### config.mk
export PLATFORM = sky130hd
export DESIGN_NAME = two_button_debounce_long_press_top
export DESIGN_NICKNAME = d
export VERILOG_FILES = /design/src/rtl/tbdlp_pkg.sv /design/src/rtl/two_button_debounce_long_press_top.sv
export SDC_FILE = /design/constraint.sdc
export NUM_CORES = 1
export LEC_CHECK = 0
export BUFFER_PORTS_ARGS = -buffer_cell sky130_fd_sc_hd__buf_2
export CAP_MARGIN = 20
export CORE_AREA = 5 5 92 94
export CTS_CLUSTER_SIZE = 14
export DETAILED_ROUTE_END_ITERATION = 8
export DIE_AREA = 0 0 97 99
export GPL_ROUTABILITY_DRIVEN = 0
export PLACE_DENSITY_LB_ADDON = 0.1
export SLEW_MARGIN = 5
export SYNTH_ARGS = -nofsm -noshare
export SYNTH_HDL_FRONTEND = slang
export SYNTH_SLANG_ARGS = --single-unit
### constraint.sdc
create_clock -name clk -period 3.1 [get_ports clk]
set_clock_uncertainty 0.2 [all_clocks]
set_input_delay 0.31 -clock clk [delete_from_list [all_inputs] [get_ports clk]]
set_output_delay 0.31 -clock clk [all_outputs]
set_load 0.02 [all_outputs]
### src/rtl/tbdlp_pkg.sv
// ----------------------------------------------------------------------------
// Two-button debounce package
// Word types for the tick and event channels, register indexes and reset
// values shared by the debounce block.
// ----------------------------------------------------------------------------
`timescale 1ns / 1ps
`default_nettype none

package tbdlp_pkg;

	localparam int unsigned CfgIdxW  = 2;
	localparam int unsigned CfgDataW = 16;
	localparam int unsigned DebW     = 8;
	localparam int unsigned LongW    = 16;

	localparam logic [CfgIdxW-1:0] CFG_DEBOUNCE_TICKS   = 2'd0;
	localparam logic [CfgIdxW-1:0] CFG_LONG_PRESS_TICKS = 2'd1;
	localparam logic [CfgIdxW-1:0] CFG_BUTTONS_ENABLED  = 2'd2;

	localparam logic [DebW-1:0]  DEBOUNCE_TICKS_RST   = 8'd20;
	localparam logic [LongW-1:0] LONG_PRESS_TICKS_RST = 16'd5000;

	typedef struct packed {
		logic next_pin_low;
		logic prev_pin_low;
	} tick_word_t;

	typedef struct packed {
		logic next_event;
		logic prev_event;
		logic both_event;
		logic activity_pulse;
		logic power_off_event;
		logic power_on_event;
		logic soft_off;
	} event_word_t;

endpackage

`default_nettype wire

### src/rtl/two_button_debounce_long_press_top.sv
// ----------------------------------------------------------------------------
// Two-button debounce with long-press soft power toggle
// The event word of an accepted tick word is registered and appears in the next cycle.
// Throughput: one tick word per cycle while the output is not stalled; the next-state and event logic sits
// between the counter registers and the output register.
// Reset: counters idle, latches clear, powered on, registers at defaults.
// ----------------------------------------------------------------------------
`timescale 1ns / 1ps
`default_nettype none

module two_button_debounce_long_press_top
	import tbdlp_pkg::*;
(
	input  wire logic                clk,
	input  wire logic                arst_n,
	input  wire logic                cfg_we,
	input  wire logic [CfgIdxW-1:0]  cfg_index,
	input  wire logic [CfgDataW-1:0] cfg_data,
	input  wire logic                in_valid,
	output logic                     in_stall,
	input  wire tick_word_t          in_data,
	output logic                     out_valid,
	input  wire logic                out_stall,
	output event_word_t              out_data
);

	logic [DebW-1:0]  debounce_ticks_q;
	logic [LongW-1:0] long_press_ticks_q;
	logic             buttons_enabled_q;

	logic             last_next_q, last_prev_q;
	logic [DebW-1:0]  next_cnt_q, prev_cnt_q;
	logic [LongW-1:0] long_cnt_q;
	logic             next_latched_q, prev_latched_q, power_off_q;

	logic        out_valid_q;
	event_word_t out_data_q;

	logic accept;
	assign in_stall  = out_valid_q & out_stall;
	assign accept    = in_valid & ~in_stall;
	assign out_valid = out_valid_q;
	assign out_data  = out_data_q;

	// Next-state logic for one tick.
	logic [DebW-1:0]  next_cnt_d, prev_cnt_d, dload;
	logic [LongW-1:0] long_cnt_d, lload;
	logic             next_exp, prev_exp, long_exp, active, active_after;
	logic             next_lat_d, prev_lat_d, power_off_d;
	event_word_t      ev;

	always_comb begin
		next_exp = (next_cnt_q == DebW'(1));
		prev_exp = (prev_cnt_q == DebW'(1));
		long_exp = (long_cnt_q == LongW'(1));
		next_cnt_d = (next_cnt_q != '0) ? next_cnt_q - DebW'(1) : next_cnt_q;
		prev_cnt_d = (prev_cnt_q != '0) ? prev_cnt_q - DebW'(1) : prev_cnt_q;
		long_cnt_d = (long_cnt_q != '0) ? long_cnt_q - LongW'(1) : long_cnt_q;
		dload = (debounce_ticks_q != '0) ? debounce_ticks_q : DebW'(1);
		lload = (long_press_ticks_q != '0) ? long_press_ticks_q : LongW'(1);
		active = buttons_enabled_q & ~power_off_q;
		next_lat_d  = next_latched_q;
		prev_lat_d  = prev_latched_q;
		power_off_d = power_off_q;
		ev = '0;

		if (active && (next_exp || prev_exp)) begin
			ev.activity_pulse = 1'b1;
			if (next_exp) begin
				next_lat_d = in_data.next_pin_low;
			end
			if (prev_exp) begin
				prev_lat_d = in_data.prev_pin_low;
			end
			// A simultaneous latch of both buttons is the restart request only.
			if (next_lat_d && prev_lat_d) begin
				ev.both_event = 1'b1;
				next_lat_d = 1'b0;
				prev_lat_d = 1'b0;
			end else begin
				ev.next_event = next_exp & in_data.next_pin_low;
				ev.prev_event = prev_exp & in_data.prev_pin_low;
			end
		end

		if (long_exp && in_data.prev_pin_low) begin
			power_off_d = ~power_off_q;
			ev.power_off_event = power_off_d;
			ev.power_on_event  = ~power_off_d;
		end

		active_after = buttons_enabled_q & ~power_off_d;
		if (in_data.next_pin_low && !last_next_q) begin
			if (active_after) begin
				next_cnt_d = dload;
			end
		end else if (!in_data.next_pin_low && last_next_q) begin
			next_lat_d = 1'b0;
		end
		if (in_data.prev_pin_low && !last_prev_q) begin
			long_cnt_d = lload;
			if (buttons_enabled_q) begin
				prev_cnt_d = dload;
			end
		end else if (!in_data.prev_pin_low && last_prev_q) begin
			prev_lat_d = 1'b0;
			long_cnt_d = '0;
		end
		ev.soft_off = power_off_d;
	end

	always_ff @(posedge clk or negedge arst_n) begin
		if (!arst_n) begin
			debounce_ticks_q   <= DEBOUNCE_TICKS_RST;
			long_press_ticks_q <= LONG_PRESS_TICKS_RST;
			buttons_enabled_q  <= 1'b1;
		end else if (cfg_we) begin
			case (cfg_index)
				CFG_DEBOUNCE_TICKS:   debounce_ticks_q   <= cfg_data[DebW-1:0];
				CFG_LONG_PRESS_TICKS: long_press_ticks_q <= cfg_data[LongW-1:0];
				CFG_BUTTONS_ENABLED:  buttons_enabled_q  <= cfg_data[0];
				default: ;
			endcase
		end
	end

	always_ff @(posedge clk or negedge arst_n) begin
		if (!arst_n) begin
			last_next_q    <= 1'b0;
			last_prev_q    <= 1'b0;
			next_cnt_q     <= '0;
			prev_cnt_q     <= '0;
			long_cnt_q     <= '0;
			next_latched_q <= 1'b0;
			prev_latched_q <= 1'b0;
			power_off_q    <= 1'b0;
			out_valid_q    <= 1'b0;
		end else begin
			if (accept) begin
				last_next_q    <= in_data.next_pin_low;
				last_prev_q    <= in_data.prev_pin_low;
				next_cnt_q     <= next_cnt_d;
				prev_cnt_q     <= prev_cnt_d;
				long_cnt_q     <= long_cnt_d;
				next_latched_q <= next_lat_d;
				prev_latched_q <= prev_lat_d;
				power_off_q    <= power_off_d;
				out_valid_q    <= 1'b1;
			end else if (!out_stall) begin
				out_valid_q <= 1'b0;
			end
		end
	end

	always_ff @(posedge clk) begin
		if (accept) begin
			out_data_q <= ev;
		end
	end

endmodule

`default_nettype wire
==> results of run 1 <==
[metrics by stage]
step	hold slack (ns)	area, µm²	power, mW	util (%)	instances
finish	0.008748	4204	3.124	55.56	520
global route	0.002843	4204	3.337	55.56	520
CTS	0.0004895	4194	3.138	55.42	519
detailed placement	0.04731	3916	2.357	51.75	496
global placement	0.04860	3916	2.341	51.75	496
floorplan	-0.1856	3643	2.081	-	368
[logic make-up after synthesis]
| family | after synthesis | share of synthesized area [%] |
|---|---|---|
| flip-flops | 70 | 49.31 |
| multiplexers | 24 | 7.418 |
| AND/OR/NAND/NOR | 124 | 18.03 |
| adder cells (fa/ha/maj) | 8 | 2.747 |
| buffers and inverters | 29 | 3.434 |
| XOR/XNOR | 1 | 0.2404 |
| AO/OA/AOI/OAI | 112 | 18.82 |
[cell usage after synthesis (2+ instances only)]
cell type	n	share of area, %
sky130_fd_sc_hd__nand2b_1	2	0.34
sky130_fd_sc_hd__a21oi_1	26	3.6
sky130_fd_sc_hd__edfxtp_1	7	5.8
sky130_fd_sc_hd__or3_1	3	0.52
sky130_fd_sc_hd__nor3b_1	5	1.0
sky130_fd_sc_hd__nor2_1	29	3.0
sky130_fd_sc_hd__o2bb2ai_1	2	0.48
sky130_fd_sc_hd__clkbuf_1	10	1.0
sky130_fd_sc_hd__ha_1	8	2.7
sky130_fd_sc_hd__nand2_1	27	2.8
sky130_fd_sc_hd__o21ai_0	49	6.7
sky130_fd_sc_hd__a31oi_1	2	0.34
sky130_fd_sc_hd__nand3b_1	3	0.62
sky130_fd_sc_hd__a32oi_1	4	0.96
sky130_fd_sc_hd__a22oi_1	10	2.1
sky130_fd_sc_hd__buf_6	2	0.62
sky130_fd_sc_hd__a21o_1	2	0.41
sky130_fd_sc_hd__a221o_1	3	0.82
sky130_fd_sc_hd__nand3_1	6	0.82
sky130_fd_sc_hd__and2_1	4	0.69
sky130_fd_sc_hd__nor3_1	17	2.3
sky130_fd_sc_hd__o21a_1	2	0.41
sky130_fd_sc_hd__o22a_1	2	0.48
sky130_fd_sc_hd__inv_1	15	1.5
sky130_fd_sc_hd__dfrtp_1	55	38
sky130_fd_sc_hd__o41ai_1	3	0.72
sky130_fd_sc_hd__dfstp_2	8	5.8
sky130_fd_sc_hd__mux2_2	24	7.4
sky130_fd_sc_hd__nor2b_1	7	1.2
sky130_fd_sc_hd__nor4_1	8	1.4
sky130_fd_sc_hd__nand4_1	2	0.34
[layer usage]
| metal | part of all wire, % | wire, µm | global-route usage (%) |
|---|---|---|---|
| met5 | 0 | 0 | 0 |
| met4 | 1.3 | 109 | 7.019 |
| met3 | 5.5 | 471 | 3.326 |
| met2 | 44 | 3807 | 27.81 |
| met1 | 49 | 4185 | 26.94 |
[timing repair]
action / 4_1_cts / 5_1_grt
hold buffers: 7 / 1
setup endpoints to repair: 0 / 0
gates resized for setup: 0 / 0
endpoints found under the hold margin: 20 / 1
[power breakdown]
part	internal [mW]	switching (mW)
Clock	0.414	0.350
Combinational	0.387	0.513
Sequential	1.19	0.266
[final cells by class]
type,count,area (µm²)
Inverter,16,60.06
Sequential cell,70,1797
Clock inverter,5,56.30
Fill cell,701,3363
Timing Repair Buffer,47,290.3
Tap cell,102,127.6
Clock buffer,11,151.4
Multi-Input combinational cell,269,1722
[path summary, 6_finish.rpt]
| check | startpoint | end | cells past startpoint |
|---|---|---|---|
| setup / recovery | long_cnt_q[1] | next_cnt_q[6] | 8 |
| hold / removal | cfg_data[9] | long_press_ticks_q[9] | 2 |
| setup reg to reg | long_cnt_q[1] | next_cnt_q[6] | 8 |
| hold reg to reg | prev_latched_q | prev_latched_q | 2 |
| max in group asynchronous | arst_n | debounce_ticks_q[4] | 3 |
| min in group asynchronous | arst_n | long_cnt_q[13] | 2 |
[flip-flops by register name (all words and copies together) (netlist names)]
name / flops
long_press_ticks_q: 16
out_valid: 1
buttons_enabled_q: 1
next_latched_q: 1
power_off_q: 1
last_prev_q: 1
debounce_ticks_q: 8
prev_latched_q: 1
long_cnt_q: 16
last_next_q: 1
out_data: 7
prev_cnt_q: 8
next_cnt_q: 8
==> flow_summary.ini, run 1 <==
[status]
run_status = completed

[worst_setup_path]
cp.arrival_ns = 2.68
timing.critical_path.to_type = flop
critical_path.slowest_cell = sky130_fd_sc_hd__and3_1
worst_path_largest_cell_delay_ns = 0.53
timing.setup.critical_path_class = flop to flop
worst_setup_path_start_kind = flop
crit_path_buf_inv_count = 1
crit_chain = inv_1, ha_1, nor4bb_1, nand3_1, o21ai_0, and3_1, o21ai_0, a311o_1
path_delay_family = simple AND/OR/NAND/NOR gates
critical_path_required_ns = 3.13
critical-path-top-cell-by-count = sky130_fd_sc_hd__o21ai_0
reg2reg_setup_slack_ns = 0.45
critical_path_peak_fanout = 15

[synthesis]
syn_area_um2 = 3643
yosysSeqAreaShare_pct = 49.31
synth-edff-count = 7
synth_ff_type = sky130_fd_sc_hd__dfrtp_1
syn-instance-count = 368
ys_seq_elements = 70
synthesis.nets = 401
synthesis.yosys.warnings = 0
synth_area_per_cell_um2 = 9.901
asyncSetResetFlopFracSynth_pct = 90.00
number_of_unique_standard_cell_types_used_by_synthesis = 52

[power_and_ir_drop]
ir_drop_mv = 0.3404
power.density_nw_per_um2 = 743.1
power.static_leakage_nw = 1.750

[timing]
timing.final.crit_share_pct = 85.50
worst_slew_margin_rel_pct = 44.37
report.final.hold_viol_count = 0
finalSetupViolCount = 0
final.setup.tns_ns = 0
rsz0062_at_grt = no
final_period_minus_worst_setup_slack_ns = 2.651
worst_slew_pin_slew_ns = 0.8236
fmax_mhz = 377.3
worst_slack_ns = 0.4495
final-max-slew-violation-count = 0

[floorplanning]
die_area_um2 = 9603
placeableCoreArea_um2 = 7567
pin_count = 34
floorplan.die.width_um = 97
die_height_um = 99
core.rowCount = 32
initial_standard_cell_utilization_of_the_core_pct = 48.15

[finish]
finalNetCount = 446
drive_above_1_share_pct = 22.73
leading_cell_type_in_the_layout_fill_and_taps_excluded = sky130_fd_sc_hd__dfrtp_1
layout-area-overhead-vs-synth_pct = 15.38
num_antenna_cells = 0
commonest_cells_after_routing_fill_and_taps_aside = 55 x sky130_fd_sc_hd__dfrtp_1, 49 x sky130_fd_sc_hd__o21ai_0, 33 x sky130_fd_sc_hd__buf_2

[clock_tree]
cts_h_tree_lvls = 3
post-cts-setup-buffers = 0
max_clock_buf_depth = 2
clock_buffers_created_by_tritoncts = 9
cts_num_sinks = 70
clkSlewWorstSetupHoldPaths_ns = 0.07
clock_tree_from_tritoncts = yes
cts_root_buf = sky130_fd_sc_hd__clkbuf_8
worst_skew_pair.late_latency_ns = 0.35

[placed_design]
post_dp_hpwl_um = 6156
placement.io_buffers = 33
setup_slack_placement_ns = 0.5061

[grt]
grt_max_degree = 30
via_count_of_the_first_global_routing_pass = 2842
grt-ovfl-total = 0
global_route.usage.total_pct = 18.59
global_route_wire_length_before_repair_um = 14240
antenna_found_initial = 0

[detailed_routing]
first_pass_detailed_route_iteration_total = 4
drt_iter0_markers = 150
detail_route.drc_violations = 0
via_count = 2952
wl_per_cell_um = 16.49
wirelength_um = 8573
viasPerCell = 5.677
final_antenna_net_count = 0

[min_path]
hold_path_class = input pin to flop

[run]
drv.max_cap_violation_count = 0
No activity file was read; power rests on OpenSTA's default activity.
==> run 2, diff against run 1 <==
--- a/config.mk
+++ b/config.mk
@@ -12,7 +12,7 @@
 export DETAILED_ROUTE_END_ITERATION = 8
 export DIE_AREA = 0 0 97 99
 export GPL_ROUTABILITY_DRIVEN = 0
-export PLACE_DENSITY_LB_ADDON = 0.1
+export PLACE_DENSITY = 0.67
 export SLEW_MARGIN = 5
 export SYNTH_ARGS = -nofsm -noshare
 export SYNTH_HDL_FRONTEND = slang
==> constraint.sdc (replaced) <==
create_clock -name clk -period 3.02 [get_ports clk]
set_clock_uncertainty 0.2 [all_clocks]
set_input_delay 0.302 -clock clk [delete_from_list [all_inputs] [get_ports clk]]
set_output_delay 0.302 -clock clk [all_outputs]
set_load 0.02 [all_outputs]
==> flow_summary.ini, run 2 (same netlist as run 1, synthesis figures left out) <==
[floorplanning]
core.rowCount = 32
placeableCoreArea_um2 = 7567
die_height_um = 99
floorplan.die.width_um = 97
die_area_um2 = 9603
pin_count = 34
initial_standard_cell_utilization_of_the_core_pct = 48.15

[finish]
num_antenna_cells = 0
finalCoreUtilization_pct = 56.40
final_design_area_no_fill_um2 = 4268
reg.largest.list = long_cnt_q (16), long_press_ticks_q (16)
leading_cell_type_in_the_layout_fill_and_taps_excluded = sky130_fd_sc_hd__dfrtp_1
commonest_cells_after_routing_fill_and_taps_aside = 55 x sky130_fd_sc_hd__dfrtp_1, 49 x sky130_fd_sc_hd__o21ai_0, 33 x sky130_fd_sc_hd__buf_2
drive_above_1_share_pct = 22.82
layout-area-overhead-vs-synth_pct = 17.14
finalNetCount = 453

[placed_design]
placement.io_buffers = 33
post_dp_hpwl_um = 5975
setup_slack_placement_ns = 0.3518
placement.cell_area_um2 = 3924

[worst_setup_path]
cp.arrival_ns = 2.66
timing.critical_path.to_type = flop
critical_path_peak_fanout = 6
timing.setup.critical_path_class = flop to flop
critical_path_required_ns = 3.05
worst_setup_path_start_kind = flop

[timing]
report.final.hold_viol_count = 0
timing.final.crit_share_pct = 87.13
fmax_mhz = 380.0
worst_slew_margin_rel_pct = 45.42
final.setup.tns_ns = 0
worst_slew_pin_slew_ns = 0.8186
rsz0062_at_grt = no
finalSetupViolCount = 0
worst_slack_ns = 0.3886
final-max-slew-violation-count = 0
final_period_minus_worst_setup_slack_ns = 2.631

[grt]
grt-ovfl-total = 0
grt_max_degree = 39
via_count_of_the_first_global_routing_pass = 2856
antenna_found_initial = 0
global_route.usage.total_pct = 18.35
global_route_wire_length_before_repair_um = 14170

[power_and_ir_drop]
power.static_leakage_nw = 1.781
power.density_nw_per_um2 = 745.3
ir_drop_mv = 0.4196

[detailed_routing]
wl_per_cell_um = 15.99
wirelength_um = 8427
detail_route.drc_violations = 0
drt_iter0_markers = 259
first_pass_detailed_route_iteration_total = 5
final_antenna_net_count = 0
via_count = 3034
viasPerCell = 5.757

[clock_tree]
cts_num_sinks = 70
cts_h_tree_lvls = 3
max_clock_buf_depth = 2
post-cts-setup-buffers = 0
clkSlewWorstSetupHoldPaths_ns = 0.07
clock_buffers_created_by_tritoncts = 9
cts_root_buf = sky130_fd_sc_hd__clkbuf_8
clock_tree_from_tritoncts = yes
worst_skew_pair.late_latency_ns = 0.35

[min_path]
hold_path_class = input pin to flop

[status]
run_status = completed

[run]
drv.max_cap_violation_count = 0
[run 2: changes by cell type in the layout (fill, tap and decap cells not counted)]
cell,change
sky130_fd_sc_hd__dlygate4sd3_1,+6
sky130_fd_sc_hd__and3_2,+1
sky130_fd_sc_hd__buf_4,+1
sky130_fd_sc_hd__and3_1,-1
sky130_fd_sc_hd__clkinvlp_4,-1
sky130_fd_sc_hd__inv_6,+1
sky130_fd_sc_hd__bufinv_16,-1
sky130_fd_sc_hd__clkbuf_16,+1
sky130_fd_sc_hd__clkinv_2,+1
sky130_fd_sc_hd__inv_4,-1
[run 2: timing repair]
action                     in CTS  in global routing
setup endpoints to repair       0                  1
resized for setup               0                  1
hold buffers                   12                  2
hold endpoints to repair       40                  2
[run 2: final cells by class]
type                    instances  area (µm²)
multi-input cells             269        1723
well taps                     102       127.6
flip-flops and latches         70        1797
fillers                       665        3299
repair buffers                 54       357.8
clock inverters                 4       26.28
inverters                      16       60.06
clock buffers                  12       176.4
[run 2: metrics by stage]
stage / std cells / power [mW] / hold slack [ns]
floorplan: 368 / 2.137 / -0.1936
global placement: 497 / 2.391 / 0.2340
detailed placement: 497 / 2.410 / 0.2402
CTS: 525 / 3.185 / 0.0009976
global route: 527 / 3.406 / 0.005302
finish: 527 / 3.181 / 0.01652
[run 2: worst max-delay path: stages, from the launching register on]
cell	delay, ns
sky130_fd_sc_hd__dfrtp_1	0.39
sky130_fd_sc_hd__inv_1	0.10
sky130_fd_sc_hd__ha_1	0.14
sky130_fd_sc_hd__nor4bb_1	0.22
sky130_fd_sc_hd__nand3_1	0.18
sky130_fd_sc_hd__or3_4	0.38
sky130_fd_sc_hd__a31oi_1	0.52
sky130_fd_sc_hd__a22oi_1	0.18
sky130_fd_sc_hd__o22a_1	0.21
[run 2: power breakdown]
group | leakage (nW) | internal (mW) | total [mW] | switching, mW
Clock | 0.104 | 0.393 | 0.749 | 0.356
Sequential | 0.815 | 1.23 | 1.49 | 0.267
Combinational | 0.862 | 0.403 | 0.940 | 0.537
[run 2: worst paths after layout]
path / endpoint / cells after the start / from / slack, ns
hold / removal: long_press_ticks_q[5] / 2 / cfg_data[5] / 0.02
hold reg to reg: next_latched_q / 2 / next_latched_q / 0.28
setup reg to reg: next_cnt_q[0] / 8 / long_cnt_q[1] / 0.39
min in group asynchronous: long_press_ticks_q[13] / 2 / arst_n / 0.39
setup / recovery: next_cnt_q[0] / 8 / long_cnt_q[1] / 0.39
max in group asynchronous: long_press_ticks_q[8] / 3 / arst_n / 1.47
[run 2: metal layers]
layer | track usage (%) | up-vias | share of wire (%)
met2 | 27.34 | 110 | 44
met5 | 0 | - | 0
met3 | 3.963 | 15 | 6.3
met1 | 26.27 | 1450 | 47
met4 | 6.911 | 0 | 1.9
li1 | - | 1459 | -
